===== src/hw/rtl/box_iou_unit_macros.svh =====
// Assertion helpers shared by the RTL; clock and reset are the module's clk and rst_n.
`ifndef BOX_IOU_UNIT_MACROS_SVH
`define BOX_IOU_UNIT_MACROS_SVH

// cond must hold in the same cycle as trig
`define BIOU_ASSERT_IMPL(label, trig, cond, msg) \
    label: assert property (@(posedge clk) disable iff (!rst_n) (trig) |-> (cond)) \
        else $error(msg);

// cond must never hold
`define BIOU_ASSERT_NEVER(label, cond, msg) \
    label: assert property (@(posedge clk) disable iff (!rst_n) !(cond)) \
        else $error(msg);

`endif


===== src/hw/rtl/biou_pkg.sv =====
`default_nettype none

package biou_pkg;

    // stage flags that travel with every beat down the divider row
    typedef struct packed {
        logic valid;
        logic empty;
    } biou_ctl_t;

endpackage

`default_nettype wire


===== src/hw/rtl/biou_front.sv =====
`default_nettype none

module biou_front
    import biou_pkg::*;
#(
    parameter int COORD_BITS = 16
)
(
    input  wire logic                        clk,
    input  wire logic                        rst_n,
    input  wire logic                        in_valid,
    output logic                             in_ready,
    input  wire logic [COORD_BITS-1:0]       first_x,
    input  wire logic [COORD_BITS-1:0]       first_y,
    input  wire logic [COORD_BITS-2:0]       first_width,
    input  wire logic [COORD_BITS-2:0]       first_height,
    input  wire logic [COORD_BITS-1:0]       second_x,
    input  wire logic [COORD_BITS-1:0]       second_y,
    input  wire logic [COORD_BITS-2:0]       second_width,
    input  wire logic [COORD_BITS-2:0]       second_height,
    output biou_ctl_t                        out_ctl,
    output logic [2*COORD_BITS-3:0]          out_inter,
    output logic [2*COORD_BITS-2:0]          out_union,
    input  wire logic                        out_ready
);

    localparam int SB = COORD_BITS + 2;     // span arithmetic, signed
    localparam int AB = 2 * COORD_BITS - 2; // one box area
    localparam int UB = 2 * COORD_BITS - 1; // union area

    // stage 1: overlap spans and box areas
    logic                 v1_reg;
    logic signed [SB-1:0] ow_reg, oh_reg;
    logic [AB-1:0]        area_a_reg, area_b_reg;
    // stage 2: intersection area and area sum
    logic                 v2_reg;
    logic [AB-1:0]        inter2_reg;
    logic [UB-1:0]        sum_reg;
    // stage 3: union
    biou_ctl_t            ctl3_reg;
    logic [AB-1:0]        inter3_reg;
    logic [UB-1:0]        union_reg;

    logic rdy1, rdy2, rdy3;

    logic signed [SB-1:0] ow_next, oh_next;
    logic [AB-1:0]        area_a_next, area_b_next;
    logic [AB-1:0]        inter2_next;
    logic [UB-1:0]        sum_next;
    logic [UB-1:0]        union_next;

    function automatic logic signed [SB-1:0] span(
        input logic [COORD_BITS-1:0] lo_a,
        input logic [COORD_BITS-2:0] len_a,
        input logic [COORD_BITS-1:0] lo_b,
        input logic [COORD_BITS-2:0] len_b
    );
        logic signed [SB-1:0] la, lb, ha, hb, lo, hi;
        la = $signed({{2{lo_a[COORD_BITS-1]}}, lo_a});
        lb = $signed({{2{lo_b[COORD_BITS-1]}}, lo_b});
        ha = la + $signed({3'b000, len_a});
        hb = lb + $signed({3'b000, len_b});
        lo = (la > lb) ? la : lb;
        hi = (ha < hb) ? ha : hb;
        return hi - lo;
    endfunction

    assign rdy3     = !ctl3_reg.valid || out_ready;
    assign rdy2     = !v2_reg || rdy3;
    assign rdy1     = !v1_reg || rdy2;
    assign in_ready = rdy1;

    always_comb
    begin
        ow_next     = span(first_x, first_width, second_x, second_width);
        oh_next     = span(first_y, first_height, second_y, second_height);
        area_a_next = AB'(first_width) * AB'(first_height);
        area_b_next = AB'(second_width) * AB'(second_height);
    end

    always_comb
    begin
        // a positive span is below 2^(COORD_BITS-1), so its low bits carry it
        if (!ow_reg[SB-1] && (ow_reg != '0) && !oh_reg[SB-1] && (oh_reg != '0))
        begin
            inter2_next = AB'(ow_reg[COORD_BITS-2:0]) * AB'(oh_reg[COORD_BITS-2:0]);
        end
        else
        begin
            inter2_next = '0;
        end
        sum_next = UB'(area_a_reg) + UB'(area_b_reg);
    end

    assign union_next = sum_reg - UB'(inter2_reg);

    always_ff @(posedge clk or negedge rst_n)
    begin
        if (!rst_n)
        begin
            v1_reg   <= 1'b0;
            v2_reg   <= 1'b0;
            ctl3_reg <= '0;
        end
        else
        begin
            if (rdy1)
            begin
                v1_reg <= in_valid;
            end
            if (rdy2)
            begin
                v2_reg <= v1_reg;
            end
            if (rdy3)
            begin
                ctl3_reg.valid <= v2_reg;
                ctl3_reg.empty <= (union_next == '0);
            end
        end
    end

    always_ff @(posedge clk)
    begin
        if (rdy1)
        begin
            ow_reg     <= ow_next;
            oh_reg     <= oh_next;
            area_a_reg <= area_a_next;
            area_b_reg <= area_b_next;
        end
        if (rdy2)
        begin
            inter2_reg <= inter2_next;
            sum_reg    <= sum_next;
        end
        if (rdy3)
        begin
            inter3_reg <= inter2_reg;
            union_reg  <= union_next;
        end
    end

    assign out_ctl   = ctl3_reg;
    assign out_inter = inter3_reg;
    assign out_union = union_reg;

endmodule

`default_nettype wire


===== src/hw/rtl/biou_div_cell.sv =====
`default_nettype none

module biou_div_cell
    import biou_pkg::*;
#(
    parameter int REM_BITS = 31,
    parameter int QUO_BITS = 17
)
(
    input  wire logic                  clk,
    input  wire logic                  rst_n,
    input  wire biou_ctl_t             in_ctl,
    input  wire logic [REM_BITS:0]     in_rem,   // partial remainder, already shifted
    input  wire logic [REM_BITS-1:0]   in_div,
    input  wire logic [QUO_BITS-1:0]   in_quo,
    output logic                       in_ready,
    output biou_ctl_t                  out_ctl,
    output logic [REM_BITS-1:0]        out_rem,
    output logic [REM_BITS-1:0]        out_div,
    output logic [QUO_BITS-1:0]        out_quo,
    input  wire logic                  out_ready
);

    biou_ctl_t             ctl_reg;
    logic [REM_BITS-1:0]   rem_reg, rem_next;
    logic [REM_BITS-1:0]   div_reg;
    logic [QUO_BITS-1:0]   quo_reg, quo_next;
    logic [REM_BITS:0]     diff;
    logic                  take;

    assign in_ready = !ctl_reg.valid || out_ready;

    always_comb
    begin
        diff = in_rem - {1'b0, in_div};
        take = (in_rem >= {1'b0, in_div});
        // without a subtract the remainder is below the divisor, top bit clear
        rem_next = take ? diff[REM_BITS-1:0] : in_rem[REM_BITS-1:0];
        quo_next = {in_quo[QUO_BITS-2:0], take};
    end

    always_ff @(posedge clk or negedge rst_n)
    begin
        if (!rst_n)
        begin
            ctl_reg <= '0;
        end
        else if (in_ready)
        begin
            ctl_reg <= in_ctl;
        end
    end

    always_ff @(posedge clk)
    begin
        if (in_ready)
        begin
            rem_reg <= rem_next;
            div_reg <= in_div;
            quo_reg <= quo_next;
        end
    end

    assign out_ctl = ctl_reg;
    assign out_rem = rem_reg;
    assign out_div = div_reg;
    assign out_quo = quo_reg;

endmodule

`default_nettype wire


===== src/hw/rtl/box_iou_unit.sv =====
// box_iou_unit: intersection over union of two axis-aligned boxes.
//
// Input stream (s_axis_*): one beat carries both boxes, corner (x, y) signed and
// width/height unsigned; the box spans [x, x+w) by [y, y+h).
// Output stream (m_axis_*): one beat per input beat, same order. tdata holds the
// ratio as unsigned Q1.RATIO_FRAC_BITS, truncated (2^RATIO_FRAC_BITS means one);
// tuser[0] flags a zero union, in which case the ratio reads 0.
// Throughput: one pair per clock while m_axis_tready does not stall the output.
// Three stages for spans and areas, intersection and area sum, and union, then
// one divider cell per quotient bit.
// Every stage has its own valid bit and holds only while the stage after it is
// full and stalled, so bubbles close up; s_axis_tready drops only once the whole
// row of stages is full behind a stalled m_axis_tready. The last cell is the
// output register and holds its beat steady until taken.
// Reset empties every stage; no beat is in flight afterwards and no clearing
// pass is needed.
`default_nettype none

`include "box_iou_unit_macros.svh"

module box_iou_unit
    import biou_pkg::*;
#(
    parameter int COORD_BITS      = 16,
    parameter int RATIO_FRAC_BITS = 16
)
(
    input  wire logic                    clk,
    input  wire logic                    rst_n,
    input  wire logic                    s_axis_tvalid,
    output logic                         s_axis_tready,
    // first_x, first_y, first_width, first_height,
    // second_x, second_y, second_width, second_height, zero pad
    input  wire logic [((8*COORD_BITS-4+7)/8)*8-1:0] s_axis_tdata,
    output logic                         m_axis_tvalid,
    input  wire logic                    m_axis_tready,
    // overlap_ratio, zero pad
    output logic [((RATIO_FRAC_BITS+1+7)/8)*8-1:0]   m_axis_tdata,
    // union_empty
    output logic [0:0]                   m_axis_tuser
);

    localparam int C      = COORD_BITS;
    localparam int F      = RATIO_FRAC_BITS;
    localparam int Q      = F + 1;
    localparam int AB     = 2 * C - 2;
    localparam int UB     = 2 * C - 1;
    localparam int OUT_W  = ((F + 1 + 7) / 8) * 8;
    localparam int OFS_FY = C;
    localparam int OFS_FW = 2 * C;
    localparam int OFS_FH = 3 * C - 1;
    localparam int OFS_SX = 4 * C - 2;
    localparam int OFS_SY = 5 * C - 2;
    localparam int OFS_SW = 6 * C - 2;
    localparam int OFS_SH = 7 * C - 3;
    localparam logic [Q-1:0] RATIO_ONE = {1'b1, {F{1'b0}}};

    biou_ctl_t        front_ctl;
    logic [AB-1:0]    front_inter;
    logic [UB-1:0]    front_union;
    logic             front_out_ready;

    biou_ctl_t        cell_ctl   [0:Q];
    logic [UB:0]      cell_rem_in[0:Q-1];
    logic [UB-1:0]    cell_rem   [1:Q];
    logic [UB-1:0]    cell_div   [0:Q];
    logic [Q-1:0]     cell_quo   [0:Q];
    logic             cell_ready [0:Q];

    logic [Q-1:0]     ratio;

    biou_front #(
        .COORD_BITS (C)
    ) u_front (
        .clk           (clk),
        .rst_n         (rst_n),
        .in_valid      (s_axis_tvalid),
        .in_ready      (s_axis_tready),
        .first_x       (s_axis_tdata[C-1:0]),
        .first_y       (s_axis_tdata[OFS_FY +: C]),
        .first_width   (s_axis_tdata[OFS_FW +: C-1]),
        .first_height  (s_axis_tdata[OFS_FH +: C-1]),
        .second_x      (s_axis_tdata[OFS_SX +: C]),
        .second_y      (s_axis_tdata[OFS_SY +: C]),
        .second_width  (s_axis_tdata[OFS_SW +: C-1]),
        .second_height (s_axis_tdata[OFS_SH +: C-1]),
        .out_ctl       (front_ctl),
        .out_inter     (front_inter),
        .out_union     (front_union),
        .out_ready     (front_out_ready)
    );

    // the first cell sees the bare intersection: it never exceeds the union,
    // so its bit is the integer part of the ratio
    assign cell_ctl[0]      = front_ctl;
    assign cell_rem_in[0]   = {2'b00, front_inter};
    assign cell_div[0]      = front_union;
    assign cell_quo[0]      = '0;
    assign front_out_ready  = cell_ready[0];

    genvar k;
    generate
        for (k = 0; k < Q; k++)
        begin : g_cell
            if (k > 0)
            begin : g_shift
                assign cell_rem_in[k] = {cell_rem[k], 1'b0};
            end

            biou_div_cell #(
                .REM_BITS (UB),
                .QUO_BITS (Q)
            ) u_cell (
                .clk       (clk),
                .rst_n     (rst_n),
                .in_ctl    (cell_ctl[k]),
                .in_rem    (cell_rem_in[k]),
                .in_div    (cell_div[k]),
                .in_quo    (cell_quo[k]),
                .in_ready  (cell_ready[k]),
                .out_ctl   (cell_ctl[k+1]),
                .out_rem   (cell_rem[k+1]),
                .out_div   (cell_div[k+1]),
                .out_quo   (cell_quo[k+1]),
                .out_ready (cell_ready[k+1])
            );
        end
    endgenerate

    assign cell_ready[Q]  = m_axis_tready;
    assign ratio          = cell_ctl[Q].empty ? '0 : cell_quo[Q];
    assign m_axis_tvalid  = cell_ctl[Q].valid;
    assign m_axis_tdata   = OUT_W'(ratio);
    assign m_axis_tuser   = cell_ctl[Q].empty;

    `BIOU_ASSERT_NEVER(a_ratio_bound, m_axis_tvalid && (m_axis_tdata[Q-1:0] > RATIO_ONE),
        "overlap ratio above one")
    `BIOU_ASSERT_IMPL(a_stall_origin, !s_axis_tready, m_axis_tvalid && !m_axis_tready,
        "input back-pressure without an output stall")
    `BIOU_ASSERT_IMPL(a_rem_below_div, m_axis_tvalid && !m_axis_tuser[0],
        cell_rem[Q] < cell_div[Q], "divider remainder not below union")
    `BIOU_ASSERT_IMPL(a_empty_zero, m_axis_tvalid && m_axis_tuser[0],
        m_axis_tdata[Q-1:0] == '0, "zero union with non-zero ratio")

endmodule

`default_nettype wire


===== config.mk =====
export PLATFORM = sky130hd
export DESIGN_NAME = box_iou_unit
export DESIGN_NICKNAME = d
export VERILOG_FILES = /design/src/hw/rtl/biou_pkg.sv /design/src/hw/rtl/biou_front.sv /design/src/hw/rtl/biou_div_cell.sv /design/src/hw/rtl/box_iou_unit.sv
export VERILOG_INCLUDE_DIRS = /design/src /design/src/hw/rtl
export SDC_FILE = /design/constraint.sdc
export NUM_CORES = 2
export LEC_CHECK = 0
export BUFFER_PORTS_ARGS = -buffer_cell sky130_fd_sc_hd__clkbuf_2
export CAP_MARGIN = 20
export CORE_MARGIN = 5
export CORE_UTILIZATION = 60
export DETAILED_ROUTE_END_ITERATION = 10
export GPL_TIMING_DRIVEN = 0
export PLACE_DENSITY = 0.78
export RECOVER_POWER = 25
export SLEW_MARGIN = 30
export SYNTH_ARGS = -nofsm -noshare
export SYNTH_HDL_FRONTEND = slang
export SYNTH_HIERARCHICAL = 1
export SYNTH_SLANG_ARGS = --single-unit

===== constraint.sdc =====
create_clock -name clk -period 61 [get_ports clk]
set_input_delay 3.05 -clock clk [delete_from_list [all_inputs] [get_ports clk]]
set_output_delay 3.05 -clock clk [all_outputs]
set_load 0.005 [all_outputs]

* After elaboration in Yosys (flattened, before gate mapping)
Index checks and enable logic that the tools add are counted.
** Storage, ports and cells
- Bits in registers :: 1401
- Latch bits :: 0
- RAM bits :: 0
- Memory bits (read-only) :: 0
- Input port bits :: 132
- Output and inout bits :: 27
- Word-level logic and storage cells :: 228
- Memories :: 0
** Operators by class
- Add/subtract/negate cells :: 24
- $mul :: 3
- Div/mod/pow operators :: 0
- Order comparisons :: 21
- Equal/unequal tests :: 0
- Shifts and indexed selects :: 0
- Multiplexer cells :: 21
- Bitwise operators :: 0
- Reduce and logical (&&, ||, !) cells :: 48
** Operators with widths (count)
- $ge A32 B31 Y1 :: 16
- $mux W31 :: 15
- $sub A31 B31 Y31 :: 15
- $mul A15 B15 Y30 :: 3
- $mux W18 :: 4
- $add A16 B16 Y17 :: 4
- $lt A18 B18 Y1 :: 2
- $reduce_bool A18 Y1 :: 2
- $sub A18 B18 Y18 :: 2
- $gt A16 B16 Y1 :: 2
- $add A30 B30 Y31 :: 1
- $ge A30 B31 Y1 :: 1
- $logic_not A31 Y1 :: 1
- $sub A30 B31 Y31 :: 1
- $sub A31 B30 Y31 :: 1
- $mux W30 :: 1
- $logic_not A1 Y1 :: 22
- $logic_or A1 B1 Y1 :: 20
- $mux W17 :: 1
- $logic_and A1 B1 Y1 :: 3

* Logic depth before layout (Yosys ltp)
- Depth in word-level cells :: 21
- Mapped depth :: 37
- Depth with buffers taken out :: 35

* By module
The synthesis kept the hierarchy.
** Modules (own cells, without submodules)
- biou_div_cell (g_cell[0].u_cell ...) :: instances 16, cells each 406, area an instance 4491.8 um2, seq. area each 2422.3 um2
- biou_front :: instances 1, cells each 3991, area an instance 37499.7 um2, seq. area each 6646.4 um2
- biou_div_cell (g_cell[16].u_cell) :: instances 1, cells each 432, area an instance 4688.2 um2, seq. area each 2422.3 um2
- box_iou_unit :: instances 1, cells each 26, area an instance 191.4 um2, seq. area each 0.0 um2

* Worst setup path after synthesis
No wires, ideal clock.
- Path kind :: input-to-output
- Start :: in m_axis_tready
- End :: out s_axis_tready
- Data arrival time :: 42011 ps
- Required time :: 57950 ps
- Setup slack :: 15939 ps
- Cell stages on the path :: 19
- Path buffers :: 0
- Path through :: nand2b_1 nand2b_1 nand2b_1 nand2b_1 nand2b_1 nand2b_1 nand2b_1 nand2b_1 nand2b_1 nand2b_1 nand2b_1 nand2b_1 nand2b_1 nand2b_1 nand2b_1 nand2b_1 nand2b_1 nor2b_1 nand3_1
** RTL lines
- from (decl) :: line box_iou_unit.sv:36 : input wire logic m_axis_tready,
- to (decl) :: line box_iou_unit.sv:31 : output logic s_axis_tready,

==> run metrics <==
Syn Inst Count 10530; WL per Instance 22.56 um; die footprint 186900 um^2; Hold Fails Final Rpt 0; first-pass GRT wire length 459200 um; Final min period 16450 ps; post-cts resize count 0; # DRC 0; number of CTS-inserted buffers 150; crit share post-route 0.2696; Fin Clk Skew 30.47 ps; Nets 12570; # setup viols final 0; Worst Setup Path Type input port to primary output; Hold EP g_cell[8].u_cell/out_quo[1]$_DFFE_PP_; final worst slack 44550 ps; Cell Chain, Critical Path clkbuf_2 > nand2b_2 > nand2b_4 > nand2b_4 > nand2b_4 > nand2b_4 > nand2b_4 > nand2b_4 > nand2b_4 > nand2b_4 > nand2b_4 > nand2b_4 > nand2b_4 > nand2b_4 > nand2b_4 > buf_16 > nand2b_4 > buf_16 > nand2b_4 > nand2b_4 > nor2b_2 > nand3_4 > buf_12 > clkbuf_2; initial antenna violation count 19; Syn. warnings 6; reg-to-reg startpoint g_cell[16].u_cell/out_ctl[1]$_DFFE_PN0P_; vias in the first global route 80090; Die X 432.3 um; placed inst area 111500 um^2; Worst path slowest cell nand2b_4; Syn Std Cell Area 107000 um^2; max-slew violations 39; clk_lat worst skew 820 ps; # hold bufs at CTS 0; I/O pins 159; layout cell share with drive strength beyond 1 0.06681; R2R depth 28; clock sinks 1401; reg2reg setup slack 48320 ps; top sig layer met5; Critical Path Max Stage Delay 660 ps; Pre-antenna DRT Iters 9; # Post-CTS Setup Buffers 0; total track usage 0.3191; sequential cell area 41880 um^2; depth of the CTS H-tree 4; Final Util 0.6561; Initial Util 0.6017; Longest Clk Path Bufs 3; largest net degree at the start of global routing 57; area of the multi-input gates 59350 um^2; RSZ-0062 raised after global routing false; failing checks capacitance limit, slew limit; Rows 155; IO Port Bufs 147; min-delay src g_cell[7].u_cell/out_quo[0]$_DFFE_PP_; met3 WL 19600 um; vias 80970; GRT Residual Overflow 0; Metal-1 WL 117400 um; post-route design area 116700 um^2; status complete, but fails checks; CP Launch Type input port; Via density 6.049; Critical Path RT 57950 ps; Hold WC Path Type flip-flop to flip-flop; worst reg2reg endpoint u_front/out_ctl[0]$_DFFE_PN0P_; pre-CTS setup slack 44210 ps; area growth from synthesis to layout 9.037%; CTS tree done; setup_tns 0 ps; RePlAce Congestion 1.006; CTS root buf clkbuf_16; worst-margin pin slew 2796 ps; Worst path most repeated cell nand2b_4; fill count 14020; Final ANT Viol Nets 0; max-capacitance violation count 1; number of DRC markers in iteration 0 7140; CP endpoint kind primary output; hold depth 0; Syn Area/Cell 10.17 um^2; worst-path fanout max 52; core footprint 177800 um^2; Slew headroom -0.8643; die extent in y 432.3 um; register clock-pin slew on the reported worst setup and hold paths 60 ps; Post-DP HPWL 243000 um; f_max 60.80 MHz; DRT Wirelength 302000 um; CP arrival 13400 ps; total length of routed met2 wires 144900 um
[worst max path at each step]
stage	endpoint	slack (ps)	from
CTS	s_axis_tready	44180	m_axis_tready
global route	s_axis_tready	43920	m_axis_tready
global placement	s_axis_tready	5260	m_axis_tready
detailed placement	s_axis_tready	44210	m_axis_tready
floorplan	s_axis_tready	20780	m_axis_tready
finish	s_axis_tready	44550	m_axis_tready
[placed cells by master (no fill, tap or decap), drive strengths merged, types with 49 or more instances in the layout]
master / instances
edfxtp: 1363
nand2: 1323
inv: 1301
ha: 1025
o21ai: 822
a21oi: 677
fa: 526
clkbuf: 501
nor2: 459
xnor2: 337
a21o: 310
and2: 269
xor2: 267
nand4: 186
nand2b: 176
nor2b: 117
buf: 104
nor3: 99
mux2: 69
a31oi: 65
o21bai: 64
o211ai: 59
o21a: 56
a2111oi: 52
clkinv: 52
or3: 49
[stage by stage]
step,hold WS (ps),cells
2_1_floorplan,400.3,10570
3_3_place_gp,401.4,13070
3_5_place_dp,404.5,13090
4_1_cts,416.7,13370
5_1_grt,421.2,13380
6_report,414.7,13390
[area by class of cell]
class,count,share of cell area
sequential,1401,0.3590
clock inverter,95,0.009480
clock buffer,186,0.03449
buffer,250,0.01060
tap,2355,0.02526
antenna,14,0.0003003
timing repair buffer,169,0.01073
multi-input combinational,7627,0.5087
inverter,1289,0.04151
[metal layers]
layer  vias up  track usage
li1      37630            -
met1     39240       0.3949
met2      3317       0.5397
met3       769      0.04661
met4        10       0.1790
met5         -            0
[worst max-delay path, delay by kind of cell]
kind | cells | cell delay (ps)
AND/OR/NAND/NOR | 19 | 9120
buffers and inverters | 5 | 1090
Power is not shown: default switching activity piles up to over one toggle a cycle in this logic, so the estimate is an artifact.
